**config.mk**
```make
export PLATFORM = sky130hd
export DESIGN_NAME = firmware_chunk_receiver
export DESIGN_NICKNAME = d
export VERILOG_FILES = /design/src/hw/rtl/fcr_pkg.sv /design/src/hw/rtl/firmware_chunk_receiver.sv /design/src/hw/rtl/fcr_core.sv /design/src/hw/rtl/fcr_out_buf.sv
export VERILOG_INCLUDE_DIRS = /design/src /design/src/hw/rtl
export SDC_FILE = /design/constraint.sdc
export NUM_CORES = 1
export LEC_CHECK = 0
export BUFFER_PORTS_ARGS = -buffer_cell sky130_fd_sc_hd__buf_2
export CORE_ASPECT_RATIO = 1.1
export CORE_MARGIN = 1
export CORE_UTILIZATION = 44
export CTS_CLUSTER_DIAMETER = 60
export DETAILED_ROUTE_END_ITERATION = 8
export PLACE_DENSITY = 0.68
export SETUP_SLACK_MARGIN = 0.5
export SLEW_MARGIN = 10
export SYNTH_ARGS = -nofsm -noshare
export SYNTH_HDL_FRONTEND = slang
export SYNTH_SLANG_ARGS = --single-unit
```
**constraint.sdc**
```tcl
create_clock -name clk -period 6 [get_ports clk]
set_input_delay 0.6 -clock clk [delete_from_list [all_inputs] [get_ports clk]]
set_output_delay 0.6 -clock clk [all_outputs]
set_load 0.02 [all_outputs]
```
**src/hw/rtl/firmware_chunk_receiver_macros.svh**
```systemverilog
// assertion macros for the firmware chunk receiver
// used by the top level only; expects clk and rst_n in scope
`ifndef FIRMWARE_CHUNK_RECEIVER_MACROS_SVH
`define FIRMWARE_CHUNK_RECEIVER_MACROS_SVH

// same-cycle implication, disabled during reset
`define FCR_ASSERT_IMPL(label, ante, cons) \
  label: assert property (@(posedge clk) disable iff (!rst_n) (ante) |-> (cons)) \
    else $error("fcr assertion failed");

// next-cycle implication, disabled during reset
`define FCR_ASSERT_NEXT(label, ante, cons) \
  label: assert property (@(posedge clk) disable iff (!rst_n) (ante) |=> (cons)) \
    else $error("fcr assertion failed");

`endif

```
**src/hw/rtl/fcr_pkg.sv**
```systemverilog
// shared types and constants for the firmware chunk receiver
// no dependencies
package fcr_pkg;

  localparam int unsigned HDR_BYTES   = 10;
  localparam logic [15:0] MAGIC_RESET = 16'hF17E;
  localparam logic [8:0]  POS_MAX     = 9'd511;
  localparam int unsigned CFG_ADDR_W  = 3;

  localparam logic [CFG_ADDR_W-1:0] ADDR_MAGIC_WORD = 3'd0;

  localparam logic [2:0] V_ACCEPTED     = 3'd0;
  localparam logic [2:0] V_DUPLICATE    = 3'd1;
  localparam logic [2:0] V_SHORT        = 3'd2;
  localparam logic [2:0] V_BAD_MAGIC    = 3'd3;
  localparam logic [2:0] V_LEN_MISMATCH = 3'd4;
  localparam logic [2:0] V_CHECKSUM_BAD = 3'd5;
  localparam logic [2:0] V_OUT_OF_ORDER = 3'd6;

  typedef struct packed {
    logic        payload_valid;
    logic [7:0]  payload_byte;
    logic        verdict_valid;
    logic [2:0]  verdict;
    logic [15:0] chunk_number;
    logic        send_ack;
    logic        firmware_complete;
    logic [15:0] bytes_received;
    logic [7:0]  chunks_received;
  } fcr_result_t;

endpackage

```
**src/hw/rtl/firmware_chunk_receiver.sv**
```systemverilog
// firmware chunk receiver: parses datagrams byte by byte and gives verdicts
// depends on fcr_pkg, fcr_core, fcr_out_buf and firmware_chunk_receiver_macros.svh
//
// input channel: one datagram byte per transaction (in_rx_byte), with
//   in_end_of_datagram high on the final byte
// result channel: one transaction for each payload byte (byte ten onward)
//   and for each final byte; header bytes that are not final give nothing
// config: apb-style, magic_word at byte address 0, written while idle
// output: each result is registered in the output register or the skid entry
// throughput: one byte per cycle while in_stall is low; header capture, the
//   16-bit sum add and the verdict compares all sit between the state
//   registers and the output register
// stall: the output register plus one skid entry absorb one result while
//   out_stall is high; in_stall rises once the skid entry is used and
//   drops the cycle after the result channel moves again
// reset: counters, expected chunk and parse state clear to zero, the
//   magic word returns to 0xF17E and no result is pending
`include "firmware_chunk_receiver_macros.svh"

module firmware_chunk_receiver
  import fcr_pkg::*;
(
  input  logic                  clk,
  input  logic                  rst_n,
  input  logic                  in_valid,
  output logic                  in_stall,
  input  logic [7:0]            in_rx_byte,
  input  logic                  in_end_of_datagram,
  output logic                  out_valid,
  input  logic                  out_stall,
  output logic                  out_payload_valid,
  output logic [7:0]            out_payload_byte,
  output logic                  out_verdict_valid,
  output logic [2:0]            out_verdict,
  output logic [15:0]           out_chunk_number,
  output logic                  out_send_ack,
  output logic                  out_firmware_complete,
  output logic [15:0]           out_bytes_received,
  output logic [7:0]            out_chunks_received,
  input  logic                  psel,
  input  logic                  penable,
  input  logic                  pwrite,
  input  logic [CFG_ADDR_W-1:0] paddr,
  input  logic [31:0]           pwdata,
  output logic [31:0]           prdata,
  output logic                  pready
);

  logic [15:0] magic_r;
  logic        accept;
  logic        push;
  logic        full;
  fcr_result_t core_res;
  fcr_result_t out_res;

  assign pready = 1'b1;

  always_ff @(posedge clk) begin
    if (!rst_n) begin
      magic_r <= MAGIC_RESET;
    end else if (psel && penable && pwrite && pready && (paddr == ADDR_MAGIC_WORD)) begin
      magic_r <= pwdata[15:0];
    end
  end

  assign prdata = (paddr == ADDR_MAGIC_WORD) ? {16'd0, magic_r} : 32'd0;

  assign in_stall = full;
  assign accept   = in_valid && !in_stall;

  fcr_core u_core (
    .clk             (clk),
    .rst_n           (rst_n),
    .accept          (accept),
    .rx_byte         (in_rx_byte),
    .end_of_datagram (in_end_of_datagram),
    .magic_word      (magic_r),
    .push            (push),
    .result          (core_res)
  );

  fcr_out_buf u_out_buf (
    .clk       (clk),
    .rst_n     (rst_n),
    .push      (push),
    .push_data (core_res),
    .out_stall (out_stall),
    .out_valid (out_valid),
    .out_data  (out_res),
    .full      (full)
  );

  assign out_payload_valid     = out_res.payload_valid;
  assign out_payload_byte      = out_res.payload_byte;
  assign out_verdict_valid     = out_res.verdict_valid;
  assign out_verdict           = out_res.verdict;
  assign out_chunk_number      = out_res.chunk_number;
  assign out_send_ack          = out_res.send_ack;
  assign out_firmware_complete = out_res.firmware_complete;
  assign out_bytes_received    = out_res.bytes_received;
  assign out_chunks_received   = out_res.chunks_received;

  // skid entry in use means the output register holds a result too
  `FCR_ASSERT_IMPL(a_skid_implies_out, in_stall, out_valid)
  // every result carries a payload byte or a verdict
  `FCR_ASSERT_IMPL(a_result_nonempty, out_valid, out_payload_valid || out_verdict_valid)
  // completion is only flagged on an acknowledged chunk
  `FCR_ASSERT_IMPL(a_complete_acked, out_valid && out_firmware_complete, out_send_ack)
  // acks only go with accepted or duplicate verdicts
  `FCR_ASSERT_IMPL(a_ack_verdict, out_valid && out_send_ack,
                   out_verdict_valid && (out_verdict == V_ACCEPTED || out_verdict == V_DUPLICATE))

endmodule

```
**src/hw/rtl/fcr_core.sv**
```systemverilog
// header parse, payload sum and verdict for one byte per cycle while accept is high
// depends on fcr_pkg
module fcr_core
  import fcr_pkg::*;
(
  input  logic        clk,
  input  logic        rst_n,
  input  logic        accept,
  input  logic [7:0]  rx_byte,
  input  logic        end_of_datagram,
  input  logic [15:0] magic_word,
  output logic        push,
  output fcr_result_t result
);

  logic [8:0]  pos_r, pos_nxt;
  logic [15:0] magic_r, magic_nxt;
  logic [15:0] chunk_r, chunk_nxt;
  logic [7:0]  plen_r, plen_nxt;
  logic [7:0]  total_r, total_nxt;
  logic [15:0] chk_r, chk_nxt;
  logic [15:0] sum_r, sum_nxt;
  logic [15:0] exp_r, exp_nxt;
  logic [7:0]  acc_chunks_r, acc_chunks_nxt;
  logic [15:0] acc_bytes_r, acc_bytes_nxt;

  logic        is_pay;
  logic [15:0] sum_cur;
  logic [15:0] chk_cur;
  logic [9:0]  len;
  logic [9:0]  len_expect;
  logic [2:0]  vd;
  logic        ack;
  logic        take;
  logic        done;

  assign is_pay     = (pos_r >= 9'(HDR_BYTES));
  assign sum_cur    = sum_r + (is_pay ? {8'd0, rx_byte} : 16'd0);
  // the last checksum byte may be the final byte itself
  assign chk_cur    = (pos_r == 9'd9) ? {chk_r[15:8], rx_byte} : chk_r;
  assign len        = {1'b0, pos_r} + 10'd1;
  assign len_expect = 10'(HDR_BYTES) + {2'd0, plen_r};

  always_comb begin
    vd   = V_ACCEPTED;
    ack  = 1'b0;
    take = 1'b0;
    priority if (len < 10'(HDR_BYTES)) begin
      vd = V_SHORT;
    end else if (magic_r != magic_word) begin
      vd = V_BAD_MAGIC;
    end else if (len != len_expect) begin
      vd = V_LEN_MISMATCH;
    end else if (sum_cur != chk_cur) begin
      vd = V_CHECKSUM_BAD;
    end else if (chunk_r == exp_r) begin
      vd   = V_ACCEPTED;
      ack  = 1'b1;
      take = 1'b1;
    end else if (chunk_r < exp_r) begin
      vd  = V_DUPLICATE;
      ack = 1'b1;
    end else begin
      vd = V_OUT_OF_ORDER;
    end
  end

  always_comb begin
    acc_chunks_nxt = acc_chunks_r;
    acc_bytes_nxt  = acc_bytes_r;
    exp_nxt        = exp_r;
    if (accept && end_of_datagram && take) begin
      acc_chunks_nxt = acc_chunks_r + 8'd1;
      acc_bytes_nxt  = acc_bytes_r + {8'd0, plen_r};
      exp_nxt        = exp_r + 16'd1;
    end
  end

  assign done = ack && (total_r != 8'd0) && (acc_chunks_nxt == total_r)
             && (chunk_r == {8'd0, total_r - 8'd1});

  always_comb begin
    pos_nxt   = pos_r;
    magic_nxt = magic_r;
    chunk_nxt = chunk_r;
    plen_nxt  = plen_r;
    total_nxt = total_r;
    chk_nxt   = chk_r;
    sum_nxt   = sum_r;
    if (accept) begin
      unique case (pos_r)
        9'd0:    magic_nxt = {rx_byte, magic_r[7:0]};
        9'd1:    magic_nxt = {magic_r[15:8], rx_byte};
        9'd2:    chunk_nxt = {rx_byte, chunk_r[7:0]};
        9'd3:    chunk_nxt = {chunk_r[15:8], rx_byte};
        9'd4, 9'd5: ;
        9'd6:    plen_nxt  = rx_byte;
        9'd7:    total_nxt = rx_byte;
        9'd8:    chk_nxt   = {rx_byte, chk_r[7:0]};
        9'd9:    chk_nxt   = {chk_r[15:8], rx_byte};
        default: sum_nxt   = sum_cur;
      endcase
      if (pos_r < POS_MAX) begin
        pos_nxt = pos_r + 9'd1;
      end
      // per-datagram state starts over after the final byte
      if (end_of_datagram) begin
        pos_nxt   = '0;
        magic_nxt = '0;
        chunk_nxt = '0;
        plen_nxt  = '0;
        total_nxt = '0;
        chk_nxt   = '0;
        sum_nxt   = '0;
      end
    end
  end

  always_ff @(posedge clk) begin
    if (!rst_n) begin
      pos_r        <= '0;
      magic_r      <= '0;
      chunk_r      <= '0;
      plen_r       <= '0;
      total_r      <= '0;
      chk_r        <= '0;
      sum_r        <= '0;
      exp_r        <= '0;
      acc_chunks_r <= '0;
      acc_bytes_r  <= '0;
    end else begin
      pos_r        <= pos_nxt;
      magic_r      <= magic_nxt;
      chunk_r      <= chunk_nxt;
      plen_r       <= plen_nxt;
      total_r      <= total_nxt;
      chk_r        <= chk_nxt;
      sum_r        <= sum_nxt;
      exp_r        <= exp_nxt;
      acc_chunks_r <= acc_chunks_nxt;
      acc_bytes_r  <= acc_bytes_nxt;
    end
  end

  assign push = accept && (end_of_datagram || is_pay);

  always_comb begin
    result.payload_valid     = is_pay;
    result.payload_byte      = is_pay ? rx_byte : 8'd0;
    result.verdict_valid     = end_of_datagram;
    result.verdict           = end_of_datagram ? vd : V_ACCEPTED;
    result.chunk_number      = (end_of_datagram && (vd != V_SHORT)) ? chunk_r : 16'd0;
    result.send_ack          = end_of_datagram && ack;
    result.firmware_complete = end_of_datagram && done;
    result.bytes_received    = acc_bytes_nxt;
    result.chunks_received   = acc_chunks_nxt;
  end

endmodule

```
**src/hw/rtl/fcr_out_buf.sv**
```systemverilog
// output register plus one skid entry for the result channel
// depends on fcr_pkg
module fcr_out_buf
  import fcr_pkg::*;
(
  input  logic        clk,
  input  logic        rst_n,
  input  logic        push,
  input  fcr_result_t push_data,
  input  logic        out_stall,
  output logic        out_valid,
  output fcr_result_t out_data,
  output logic        full
);

  logic        main_v_r, main_v_nxt;
  logic        skid_v_r, skid_v_nxt;
  fcr_result_t main_r, main_nxt;
  fcr_result_t skid_r, skid_nxt;
  logic        pop;

  assign pop = main_v_r && !out_stall;

  // push only arrives while the skid entry is empty
  always_comb begin
    main_v_nxt = main_v_r;
    skid_v_nxt = skid_v_r;
    main_nxt   = main_r;
    skid_nxt   = skid_r;
    if (push) begin
      if (!main_v_r || pop) begin
        main_nxt   = push_data;
        main_v_nxt = 1'b1;
      end else begin
        skid_nxt   = push_data;
        skid_v_nxt = 1'b1;
      end
    end else if (pop) begin
      if (skid_v_r) begin
        main_nxt   = skid_r;
        skid_v_nxt = 1'b0;
      end else begin
        main_v_nxt = 1'b0;
      end
    end
  end

  always_ff @(posedge clk) begin
    if (!rst_n) begin
      main_v_r <= 1'b0;
      skid_v_r <= 1'b0;
    end else begin
      main_v_r <= main_v_nxt;
      skid_v_r <= skid_v_nxt;
    end
  end

  always_ff @(posedge clk) begin
    main_r <= main_nxt;
    skid_r <= skid_nxt;
  end

  assign out_valid = main_v_r;
  assign out_data  = main_r;
  assign full      = skid_v_r;

endmodule
```
* Word level (Yosys, flattened, before mapping)
Cells that the tools add are included.
** Operators by class
- Add/sub/neg operators :: 8
- Multiply operators :: 0
- Div/mod/pow operators :: 0
- Order comparisons :: 4
- Equal/unequal tests :: 26
- Shifts and indexed selects :: 0
- Multiplexer cells :: 50
- Bitwise gates (word level) :: 1
- Reductions and logical operators :: 48
** Operators with widths (number)
- $mux W55 :: 4
- $mux W16 :: 8
- $pmux W16 S2 :: 3
- $mux W8 :: 8
- $eq A9 B3 Y1 const B :: 4
- $ne A16 B16 Y1 :: 2
- $reduce_and A3 Y1 :: 8
- $reduce_bool A2 Y1 :: 11
- $mux W3 :: 7
- $eq A9 B2 Y1 const B :: 2
- $eq A9 B4 Y1 const B :: 2
- $mux W1 :: 18
- $mux W9 :: 2
- $add A16 B1 Y16 const B :: 1
- $add A16 B16 Y16 :: 1
- $add A16 B8 Y16 :: 1
- $eq A16 B16 Y1 :: 1
- $eq A16 B8 Y1 :: 1
- $lt A16 B16 Y1 :: 1
- $ne A2 B2 Y1 const B :: 8
- $logic_and A1 B1 Y1 :: 14
- $reduce_and A2 Y1 :: 6
- $add A9 B1 Y10 const B :: 1
- $lt A10 B4 Y1 const B :: 1
- 18 further kinds :: 22
** Word-level totals
- Bits in registers :: 257
- Bits in latches :: 0
- Memory bits (writable) :: 0
- Bits in read-only memories :: 0
- Input bits :: 51
- Output and inout bits :: 90
- Memories :: 0

* Logic depth before layout (Yosys ltp)
Gate-level depths: netlist of the first run.
- Word-level depth :: 16
- Mapped depth :: 21
- Mapped depth without buffers :: 20

* Modules after synthesis
From an unflattened synthesis of the first run, not the netlist that was laid out.
** Unflattened totals
- Cells, all modules :: 1375
- Area total of the unflattened synthesis :: 13523.0 um2
** Modules (own cells, without submodules)
- fcr_core :: instances 1, cells each 1082, area an instance 8515.7 um2, sequential area each 2582.5 um2
- fcr_out_buf :: instances 1, cells each 183, area an instance 4103.9 um2, sequential area each 3343.2 um2
- firmware_chunk_receiver :: instances 1, cells each 110, area an instance 903.4 um2, sequential area each 320.3 um2

* Worst setup path before layout of the first run
Ideal clock, no wire load.
- Path type :: input-to-reg
- Start :: input in_valid
- End :: register u_out_buf.main_r, in the netlist u_out_buf.out_data[0], enable pin
- Arrival time :: 4.751 ns
- Data required time :: 5.514 ns
- Path slack :: 0.763 ns
- Stages on the path :: 9
- Path buffers :: 4
- Path through :: nor2b_1 clkbuf_1 nand2_1 clkbuf_1 o21ai_0 clkbuf_1 clkbuf_1 a21oi_1 a21oi_1
** On the way
- Cells in the longest elaborated chain, start to end :: 4
- Elaborated cells on any way between the ends :: 6
** Ends and longest elaborated chain
- start, declared :: RTL line firmware_chunk_receiver.sv:25 : input logic in_valid,
- $logic_and A1 B1 Y1 (*) :: RTL line firmware_chunk_receiver.sv:69 : assign accept = in_valid && !in_stall;
- $logic_and A1 B1 Y1 (*) :: RTL line fcr_core.sv:145 : assign push = accept && (end_of_datagram || is_pay);
- $ne A2 B1 Y1 (no source line) or $reduce_bool A2 Y1 (tied branches)
- $reduce_and A3 Y1 (no source line) (*)
- end signal, assigned :: RTL line fcr_out_buf.sv:59 : main_r <= main_nxt;
- end, declared :: RTL line fcr_out_buf.sv:18 : fcr_result_t main_r, main_nxt;
Mark *: on every way between the ends. The rest lies on a longest branch, timed or not.
A chain may end at the register's enable or synchronous reset.

==> summary.md, run 1 <==
sky130_fd_sc_hd__edfxtp_1 takes more of the synthesized area than any other cell. The flow ran to the end, and the final reports show no timing, DRC or antenna violations. The placed instances occupy a cell area of 0.0146 mm². The mapped netlist covers 0.0137 mm². Required time reported for the critical path endpoint: 6.45 ns. Master cell of the clock root buffer: sky130_fd_sc_hd__clkbuf_16.

The classification of the worst setup path was reg -> reg. The number of slew-limit violations in the final report came out at 0. Clock transition at the registers of the reported paths: 0.06 ns.

The type of the most critical hold path is in -> reg. With fillers left out, the area of the finished cells amounts to 0.0157 mm². Setup violations remaining at the end of the flow were counted as 0.

Summing the sequential cell areas from Yosys gives 45.5% of the chip area. The area inside the core boundary was 0.0306 mm². For this configuration, the core starts out at a cell density of 44.8%.

The tools report the leakage dissipation as 6.06 nW. Registers are responsible for 48.1% of the overall power. The endpoint kind of the worst setup timing path is a flip-flop. The residual overflow from global routing is 0. Power spread over the standard cell area amounts to 247 mW/mm².

After the flow finishes, the layout carries non-filler instances totaling 1,994. The clock passes through at most 3 buffers. In the final routed layout, each cell accounts on average for 16.4 µm. Share of flip-flops with an asynchronous set or reset: 0%. Hold repair after CTS inserted 0 buffers. Counting cells, the worst reg-to-reg path comes to 18. The number of register bits inferred by synthesis was 257; the fraction of layout cells with a size suffix above 1 was 14.9%.

Tracing the worst setup path back leads to its startpoint at u_core.pos_r[5]$_SDFFE_PN0P_. The tool flagged a number of max-cap violations equal to 0. The wire length of the first global-routing pass is 52,200 µm, and the maximum ir drop on the vdd rail is 0.000191 V. Hold is met by 0.254 ns. Timing analysis after detailed placement gives a worst setup slack of 0.444 ns. The critical path goes through or4_4, nor2_1, and2_2, inv_2, and2_1, ha_1, o21ai_0, a21oi_2, o21a_1, o221ai_1, or4_4, nor3_4, buf_6, nand3_2, or3_1, nor4_2, xnor2_1, and2_1. The total via count in the routed design came out at 10.6k. Row generation in the floorplan step produced 67 rows. The largest individual stage delay along the critical path comes from the cell sky130_fd_sc_hd__or4_4. The final critical path takes up 87.3% of the cycle.

In the routed design, unresolved DRC markers number 0. The floorplan step set the die height to 187 µm. 141 I/O pins were placed. The tools report the fraction of power consumed by the clock network as 44.8%.

After detailed routing, the number of vias per cell comes to 5.33. The via count of the first global-routing pass was 9,980; the total routing usage reported by global routing was 20.4%. For the setup slack after layout, the log shows 0.762 ns. The logs give 0.76 ns for the setup slack of the worst register-to-register path and 918 µW for the switching component of the power. The net switching share of the total power was 23.7%; the critical path's largest stage delay was 0.58 ns. Routability-driven placement finished with a final weighted congestion of 0.920.

Entering global routing, the biggest net connects 77 pins. For this design, the sink count on the clock tree is 257. The combinational fraction of design power was 7.1%; the number of inserted filler cells in the final layout was 2,840. Buffer and inverter count on the worst path: 2. The path with the worst hold slack has its endpoint at magic_r[8]$_SDFFE_PN1P_. Setup repair after global routing left no endpoint under its margin.

The run gives 3 as the initial antenna violation count. The final hold violation count was 0. Counting flops with a built-in enable in the synthesized netlist gives 110. The pre-antenna-repair detailed-routing pass consisted of 5 iterations.

The width of the die is 170 µm. The tools report the critical register-to-register path endpoint as u_core.exp_r[12]$_SDFFE_PN0N_. Gate family responsible for the most delay along the worst path: simple AND/OR/NAND/NOR gates.

The source-to-sink clock delay at the later pin of the worst-skew pair is 0.55 ns, and the worst hold path cell count is 3. The quantity of I/O buffers inserted on ports was 107; the half-perimeter wire length of the detailed placement result was 23,200 µm. For this block, the initial DRC count from the detailed router was 748.

The cell count after synthesis came out at 1,473. The smallest clock period supported by the final layout is computed as 5.24 ns. The die covers 0.0319 mm². The commonest cells after synthesis are sky130_fd_sc_hd__dfxtp_1 (147), sky130_fd_sc_hd__nand2_1 (116), sky130_fd_sc_hd__edfxtp_1 (110). Counting tap cells, the placed design contains a total of 1,937 instances. Averaged over all synthesized cells, the footprint is 9.31 µm². Setup total negative slack on the finished layout was measured at 0 ns. The detail route stage leaves a number of antenna-violating nets equal to 0. The total of warnings raised by yosys is 0, and the peak clock frequency supported by timing is 191 MHz.

Summed over all layers, the routed wires come to 32,800 µm. Of all nets on the critical path, the largest fanout is 10. Leading register cell type out of synthesis: sky130_fd_sc_hd__dfxtp_1. At the worst endpoint, the arrival time is 5.68 ns.

The area growth from synthesis to final layout is 14.2%. The post-layout net count is 1,652. The number of antenna cells inserted came out at 0.

Measured on the finished design, the core utilization comes to 51.2%. In this run, CTS created clock tree buffers numbering 28. The worst clock skew on the final layout was 0.0135 ns; the worst slew slack as a fraction of its limit was 25.5%. The critical path startpoint category is a flip-flop.

The number of levels the H-tree was split into came out at 1. The worst register-to-register path begins at u_core.pos_r[5]$_SDFFE_PN0P_. TritonCTS built the clock tree. The post-route total power is 3.88 mW.

In this run, distinct cell masters in the synthesized netlist total 77. The fraction of post-synthesis cell area in the top cell type by area is 24.1%. For the pin with the worst max-slew slack, the measured transition is 1.11 ns.

Among all cell types in the netlist, the one instantiated most often is sky130_fd_sc_hd__dfxtp_1. After synthesis, the cell types taking the most area are sky130_fd_sc_hd__edfxtp_1 (24%), sky130_fd_sc_hd__dfxtp_1 (21%), sky130_fd_sc_hd__xnor2_1 (4.6%). The internal portion of the total power is 2.96 mW.

The worst hold path begins at pwdata[8].
worst max-delay path by stage:
stage / slack, ns / cells past startpoint / endpoint
floorplan: 0.76 / 9 / u_out_buf.out_data[0]$_DFFE_PP_
global route: 0.49 / 21 / u_out_buf.out_data[24]$_DFFE_PP_
CTS: 0.51 / 17 / u_out_buf.skid_r[24]$_DFFE_PP_
detailed placement: 0.44 / 19 / u_out_buf.out_data[18]$_DFFE_PP_
global placement: 0.53 / 19 / u_out_buf.out_data[22]$_DFFE_PP_
finish: 0.76 / 18 / u_core.exp_r[12]$_SDFFE_PN0N_
layout by cell type, fill, tap and decap left out, drive strengths merged, types with 10 or more instances in the layout:
cell type	count
clkinv	10
xor2	26
and2	83
a21boi	35
o21ai	82
nand3	87
edfxtp	110
nor2b	71
nor3	39
conb	17
xnor2	73
nand2b	17
nand2	116
and3	35
mux2i	18
buf	130
nor2	100
mux2	19
dfxtp	147
inv	70
nor4	11
nand4	20
ha	41
clkbuf	34
a21oi	73
tightest hold or removal path, stage by stage:
cell and delay (ns):
sky130_fd_sc_hd__buf_2 0.07, sky130_fd_sc_hd__nand2_1 0.04, sky130_fd_sc_hd__nand3_1 0.06
sequential cells by signal, indices dropped and copies added (netlist names):
register and count:
u_core.pos_r 9, u_core.acc_chunks_r 8, magic_r 16, u_core.total_r 8, u_out_buf.skid_r 55, u_core.exp_r 16
u_out_buf.out_valid 1, u_core.chunk_r 16, u_core.acc_bytes_r 16, u_core.plen_r 8, u_core.chk_r 16, u_out_buf.full 1
u_out_buf.out_data 55, u_core.sum_r 16, u_core.magic_r 16
what timing repair did:
action,4_1_cts,5_1_grt
pin swaps,0,7
gates cloned,0,1
endpoints found under the setup margin,17,72
resized for setup,2,22
setup buffers,0,4
power by group through the flow:
stage,Clock [mW],Combinational (mW),Sequential [mW]
5_1_grt,1.84,0.298,1.87
3_5_place_dp,0,0.269,1.90
3_3_place_gp,0,0.266,1.90
6_report,1.73,0.275,1.87
2_1_floorplan,0,0.164,1.93
4_1_cts,1.77,0.270,1.87
per-layer routing:
metal	up-vias	part of all wire, %	GRT usage, %
li1	5299	-	-
met1	4985	46	27.0
met2	265	46	33.2
met3	65	4.6	3.09
met4	6	3.2	8.18
met5	-	0.10	0
cell type report:
| class | count | area (µm²) | share of cell area [%] |
|---|---|---|---|
| multi-input combinational | 1074 | 7000 | 44.7 |
| clock buffer | 34 | 744 | 4.75 |
| inverter | 66 | 248 | 1.58 |
| tap | 414 | 518 | 3.31 |
| timing repair buffer | 131 | 723 | 4.62 |
| sequential | 257 | 6250 | 39.9 |
| clock inverter | 18 | 181 | 1.16 |
cells by family after synthesis:
logic type / share of synthesized area, %
and+or+nand+nor: 23.5
AOI/OAI and AO/OA: 12.2
DFF: 45.5
buffers and inverters: 4.87
xor gates and xnor gates: 6.98
adders and majority gates: 4.03
muxes: 2.87
other: 0.0548
Note: power is estimated with default switching activity, not from simulation.
==> run 2: changes to the inputs <==
--- a/config.mk
+++ b/config.mk
@@ -9,11 +9,12 @@
 export BUFFER_PORTS_ARGS = -buffer_cell sky130_fd_sc_hd__buf_2
 export CORE_ASPECT_RATIO = 1.1
 export CORE_MARGIN = 1
-export CORE_UTILIZATION = 44
+export CORE_UTILIZATION = 45
 export CTS_CLUSTER_DIAMETER = 60
 export DETAILED_ROUTE_END_ITERATION = 8
-export PLACE_DENSITY = 0.68
+export PLACE_DENSITY = 0.7
 export SETUP_SLACK_MARGIN = 0.5
+export SKIP_CTS_REPAIR_TIMING = 1
 export SLEW_MARGIN = 10
 export SYNTH_ARGS = -nofsm -noshare
 export SYNTH_HDL_FRONTEND = slang
==> summary.md, run 2 (synthesized netlist as in run 1, its figures left out) <==
The run finished with clean final reports. The sum of negative setup slack was 0 ns. Along the worst path, the maximum fanout reaches 9. From synthesis to final layout, the design area changed by 13.0%.

The critical path's largest stage delay came out at 0.52 ns. In the routed design, unresolved DRC markers number 0. The library cell used most frequently in the layout, excluding fill and tap cells, is sky130_fd_sc_hd__dfxtp_1. The wire length of the first global-routing pass came out at 52,200 µm. For the peak clock frequency supported by timing, the log shows 190 MHz. Setup repair after global routing left no endpoint under its margin. The initial antenna violation count is 6. Critical path startpoint category: a flip-flop.

Source-to-sink clock delay at the later pin of the worst-skew pair: 0.54 ns. The final hold violation count is 0. The top cell types in the final layout, fill and taps aside, are sky130_fd_sc_hd__dfxtp_1 (147), sky130_fd_sc_hd__nand2_1 (116), sky130_fd_sc_hd__edfxtp_1 (110), sky130_fd_sc_hd__buf_2 (107), sky130_fd_sc_hd__nor2_1 (97). The worst path arrival time was 5.69 ns. The run gives 0 as the residual overflow from global routing. TritonCTS built the clock tree.

The HPWL after detailed placement is 22,700 µm. The run gives 1 as the number of levels the H-tree was split into. The leakage dissipation is 6.00 nW.

At the end of the flow, the number of nets in the layout was 1,646. The first detailed-routing pass ran for 5 iterations. The die outline height is 185 µm. The run gives 22.6% as the worst slew slack as a fraction of its limit. The row count was 66. The total via count in the routed design is 10.6k, and the die outline area is 0.0312 mm². The detailed router finished its first iteration with 650 violations.

After detailed routing, the average wire length per cell comes to 16.2 µm. After detailed routing, the number of vias per cell comes to 5.35. The tools report the maximum ir drop on the vdd rail as 0.000166 V. Worst clock skew on the final layout: 0.0101 ns. Power spread over the standard cell area amounts to 244 mW/mm². Among all stages on the critical path, the largest delay is contributed by sky130_fd_sc_hd__a311oi_1. In this run the worst hold path is classified as in -> reg. The tools report the required time reported for the critical path endpoint as 6.43 ns.

Classification of the worst setup path: reg -> reg. The number of I/O pins is 141, and the quantity of I/O buffers inserted on ports is 107. The worst path in the final design needs a cycle of 5.27 ns, including I/O delays and setup.

The initial standard-cell utilization of the core is 46.0%. In the final layout, the share of cells above drive strength 1 is 13.9%. Buffers inserted during clock tree synthesis total 27. The via count of the first global-routing pass was 10.1k. The final core utilization was 52.0%; the clock transition at the registers of the reported paths was 0.06 ns. The final critical-path share of the clock period works out to 87.8%. The transition time at the pin with the least slew margin is 1.16 ns.

The tree built by TritonCTS fans out to 257 sinks. The count of max-cap constraint violations was 0; the post-route antenna net violation count was 0. The tools report the area inside the core boundary as 0.0298 mm². In this run the deepest clock path goes through 3 buffers. The width of the die was 168 µm.

The global placer's final weighted congestion came out at 0.885. The cell sitting at the root of the clock tree is a sky130_fd_sc_hd__clkbuf_16. The worst setup path is captured at a flip-flop. Global routing used 20.7% of the available tracks across all layers.

Wires add up to 32,100 µm. Setup violations remaining at the end of the flow were counted as 0. The tools report the number of slew-limit violations in the final report as 0.

The largest net degree at the start of global routing came out at 81. Walking the worst path, the cells encountered are inv_1, ha_2, o31ai_1, and2_2, inv_2, and2_1, ha_1, inv_1, fa_1, nand2b_1, a211oi_4, nor2_1, a311oi_1, xnor2_1, nor3_4, buf_12, nand4_2, nor3_2, nor3b_2, xnor2_1, and2_1.
## run 2: final timing paths
path                                   start                         endpoint  slack, ns  cells past startpoint
max             u_core.pos_r[0]$_SDFFE_PN0P_    u_core.exp_r[15]$_SDFFE_PN0N_       0.73                     21
min                                pwdata[3]          magic_r[3]$_SDFFE_PN1P_       0.27                      3
max reg2reg     u_core.pos_r[0]$_SDFFE_PN0P_    u_core.exp_r[15]$_SDFFE_PN0N_       0.73                     21
min reg2reg  u_core.magic_r[11]$_SDFFE_PN0P_  u_core.magic_r[11]$_SDFFE_PN0P_       0.49                      2
## run 2: area by class of cell
class	instances	area [µm²]
fill	2746	14300
timing repair buffer	126	691
multi-input combinational	1074	6930
inverter	66	248
antenna	4	10.0
clock inverter	10	85.1
tap	408	510
clock buffer	39	782
sequential	257	6250
## run 2: stage by stage
step / hold WS, ns / area (µm²) / worst slack, ns / std cells / power, mW
global route: 0.277 / 15500 / 0.464 / 1982 / 3.91
CTS: 0.264 / 15400 / 0.352 / 1978 / 3.80
detailed placement: 0.478 / 14500 / 0.381 / 1929 / 2.17
finish: 0.272 / 15500 / 0.733 / 1984 / 3.78
global placement: 0.468 / 14500 / 0.486 / 1929 / 2.17
floorplan: 0.454 / 13800 / 0.763 / 1488 / 2.09
## run 2: worst max-delay path: cells and delay by family (launching register included)
kind,cells,cell delay (ns)
AOI/OAI and AO/OA,3,1.02
xor gates and xnor gates,2,0.27
adders and majority gates,3,0.83
buffers and inverters,4,0.52
DFF,1,0.39
and+or+nand+nor,9,2.12
## run 2: per-layer routing
layer	vias up	track usage [%]	part of all wire [%]
met3	60	3.48	5.3
met2	266	35.0	47
met4	4	6.58	2.6
met1	4991	26.9	45
li1	5291	-	-
met5	-	0	0.072
## run 2: power breakdown
group | switching, mW | total, mW | internal, mW
Combinational | 0.182 | 0.272 | 0.0892
Clock | 0.693 | 1.64 | 0.948
Sequential | 0.0152 | 1.87 | 1.85
==> run 3: changes to the inputs <==
--- a/config.mk
+++ b/config.mk
@@ -13,6 +13,7 @@
 export CTS_CLUSTER_DIAMETER = 60
 export DETAILED_ROUTE_END_ITERATION = 8
 export PLACE_DENSITY = 0.7
+export REMOVE_ABC_BUFFERS = 1
 export SETUP_SLACK_MARGIN = 0.5
 export SKIP_CTS_REPAIR_TIMING = 1
 export SLEW_MARGIN = 10
==> summary.md, run 3 (synthesized netlist as in run 1, its figures left out) <==
The detail-routed net length per standard cell was 16.8 µm; the clock transition at the registers of the reported paths was 0.07 ns. Measured against its own limit, the worst slew margin works out to 21.6%. For this design the ratio of total power to cell area is 255 mW/mm². Summed over all cells, the static leakage comes to 6.12 nW. The number of clock sinks was 257. The tools report the worst path arrival time as 5.75 ns. Most common cell after layout, fill and taps aside: sky130_fd_sc_hd__dfxtp_1. The tools report the final hold violation count as 0.

The die is 185 µm tall. Data on the critical path is required at its endpoint by 6.44 ns. In the finished design, the share of the clock period the worst path needs comes to 88.4%. The tools report the global-route met1 utilization as 27.0%. In this run the remaining antenna-violating nets after routing total 0. After the flow finishes, the layout carries non-filler instances totaling 1,996. The quantity of I/O buffers inserted on ports is 107.

The detailed router finished its first iteration with 819 violations. The tools report the area taken by flip-flops and latches as 0.00625 mm². Once placement completed, the tool counted placed cells totaling 1,937. The residual overflow from global routing was 0; the via count normalized by instance count was 5.37. The flow ran to the end, and the final reports show no timing, DRC or antenna violations. For the pin with the worst max-slew slack, the measured transition is 1.17 ns.

The tightest hold path in the finished design has a slack of 0.259 ns. Entering global routing, the biggest net connects 82 pins. On the final layout, the worst clock skew is 0.0179 ns. In the layout the commonest cells are sky130_fd_sc_hd__dfxtp_1 (147), sky130_fd_sc_hd__nand2_1 (116), sky130_fd_sc_hd__edfxtp_1 (110), sky130_fd_sc_hd__buf_2 (107), sky130_fd_sc_hd__nor2_1 (98).

The first global-routing pass estimated 53,300 µm of wire. Timing would allow up to 188 MHz. The root buffer cell chosen for the clock tree is sky130_fd_sc_hd__clkbuf_16. The setup violation total in the final timing report came out at 0. The total area inside the core boundary comes to 0.0298 mm².

For met2 alone, demand over resource in global routing was 37.6%. In this run the critical register-to-register path is launched from u_core.pos_r[8]$_SDFFE_PN0P_. Across the VDD grid, the largest voltage drop is 0.000220 V. TritonCTS built the clock tree.

The final route contains 10.7k vias. Across the run, the number of max-cap violations was 0. Counting the fill cells in the layout gives 2,670. The run gives 29 as the number of clock buffers inserted by TritonCTS.

The final wirelength is 33,500 µm. The via count of the first global-routing pass was 10.3k; the source-to-sink clock delay at the later pin of the worst-skew pair was 0.55 ns. In the global route stage, met3 resource usage came out at 2.80%.

The repair_antennas step left the layout with diodes totalling 0. From left edge to right edge, the die measures 168 µm. The number of buffers on the longest clock path was 3. The die outline area was 0.0312 mm²; the area growth from synthesis to final layout was 15.0%. The run gives 1,660 as the post-layout net count.

For the number of levels the H-tree was split into, the log shows 1. The run gives 21.4% as the total routing usage reported by global routing. The most critical setup path has its startpoint at u_core.pos_r[8]$_SDFFE_PN0P_.

The critical path startpoint category was a flip-flop. The classification of the worst setup path was reg -> reg. The maximum fanout count along the critical path is 8, and the final period demand of the worst path is 5.31 ns. The path class of the tightest hold or removal check is in -> reg.

The combined area of the multi-input logic cells is 0.00696 mm², and the first-pass detailed-route iteration total is 5. The fraction of layout cells with a size suffix above 1 was 15.4%. Endpoint kind of the worst setup timing path: a flip-flop. The number of I/O pins is 141, and the row count is 66.

The tools report the number of slew-limit violations in the final report as 0. For this configuration, the core starts out at a cell density of 46.0%. The global placer's final weighted congestion is 0.894, and the half-perimeter wire length of the detailed placement result is 23,400 µm.

The startpoint identified for the worst hold timing path is pwdata[3]. Setup repair after global routing could not meet its margin everywhere. The tools report the number of remaining DRC errors as 0. Initial antenna violation count: 0. The global routing stage identified its most utilized layer as met2.
[run 3: changes by cell type in the layout (fill, tap and decap cells not counted), sizes merged]
cell / delta
diode: -4
bufinv: +5
inv: -1
buf: +11
clkbuf: -6
clkinv: +5
clkinvlp: +2
[run 3: layer usage]
layer	routed length [µm]	vias to the layer above	part of all wire, %
li1	-	5311	-
met1	14700	5071	44
met2	16400	276	49
met3	1590	58	4.7
met4	881	0	2.6
met5	0	-	0
[run 3: path summary, 6_finish.rpt]
| check | endpoint | slack [ns] | cells past startpoint |
|---|---|---|---|
| hold / removal | magic_r[3]$_SDFFE_PN1P_ | 0.26 | 3 |
| setup / recovery | u_core.exp_r[15]$_SDFFE_PN0N_ | 0.69 | 18 |
| hold reg to reg | u_core.magic_r[14]$_SDFFE_PN0P_ | 0.49 | 2 |
| setup reg to reg | u_core.exp_r[15]$_SDFFE_PN0N_ | 0.69 | 18 |
[run 3: through the flow]
| step | instance area [µm²] | setup slack, ns | power (mW) | TNS (ns) | util (%) |
|---|---|---|---|---|---|
| after CTS | 15600 | 0.257 | 4.06 | 0 | 52.5 |
| final | 15800 | 0.693 | 4.03 | 0 | 52.9 |
| after global routing | 15800 | 0.454 | 4.16 | 0 | 52.9 |
| after floorplan | 13400 | -1.99 | 2.07 | -148.88 | - |
| after detailed placement | 14600 | 0.303 | 2.18 | 0 | 49.0 |
| after global placement | 14600 | 0.412 | 2.17 | 0 | 49.0 |
[run 3: cell type report]
class,instances,share of cell area [%]
inverter,66,1.59
multi-input combinational,1074,44.1
tap,408,3.24
timing repair inverter,1,0.0317
clock buffer,33,4.76
sequential,257,39.6
timing repair buffer,137,4.90
clock inverter,20,1.77
[run 3: power breakdown]
group	switching (mW)	total [mW]	internal [mW]	leakage (nW)
Combinational	0.185	0.276	0.0908	3.37
Clock	0.723	1.88	1.16	0.501
Sequential	0.0158	1.87	1.85	2.25
[run 3: worst max-delay path: stages, from the launching register on]
cell and delay, ns:
sky130_fd_sc_hd__dfxtp_1 0.40, sky130_fd_sc_hd__or4_4 0.50, sky130_fd_sc_hd__nor2_1 0.24, sky130_fd_sc_hd__and2_4 0.29, sky130_fd_sc_hd__clkinvlp_4 0.20, sky130_fd_sc_hd__and2_1 0.23, sky130_fd_sc_hd__ha_1 0.39, sky130_fd_sc_hd__a21oi_1 0.31
sky130_fd_sc_hd__nand2_1 0.20, sky130_fd_sc_hd__o2111ai_1 0.25, sky130_fd_sc_hd__o221ai_1 0.17, sky130_fd_sc_hd__or4_4 0.45, sky130_fd_sc_hd__nor3_4 0.23, sky130_fd_sc_hd__buf_12 0.15, sky130_fd_sc_hd__nand4_2 0.25, sky130_fd_sc_hd__nor3_2 0.44
sky130_fd_sc_hd__nor3b_2 0.25, sky130_fd_sc_hd__xnor2_1 0.08, sky130_fd_sc_hd__and2_1 0.15
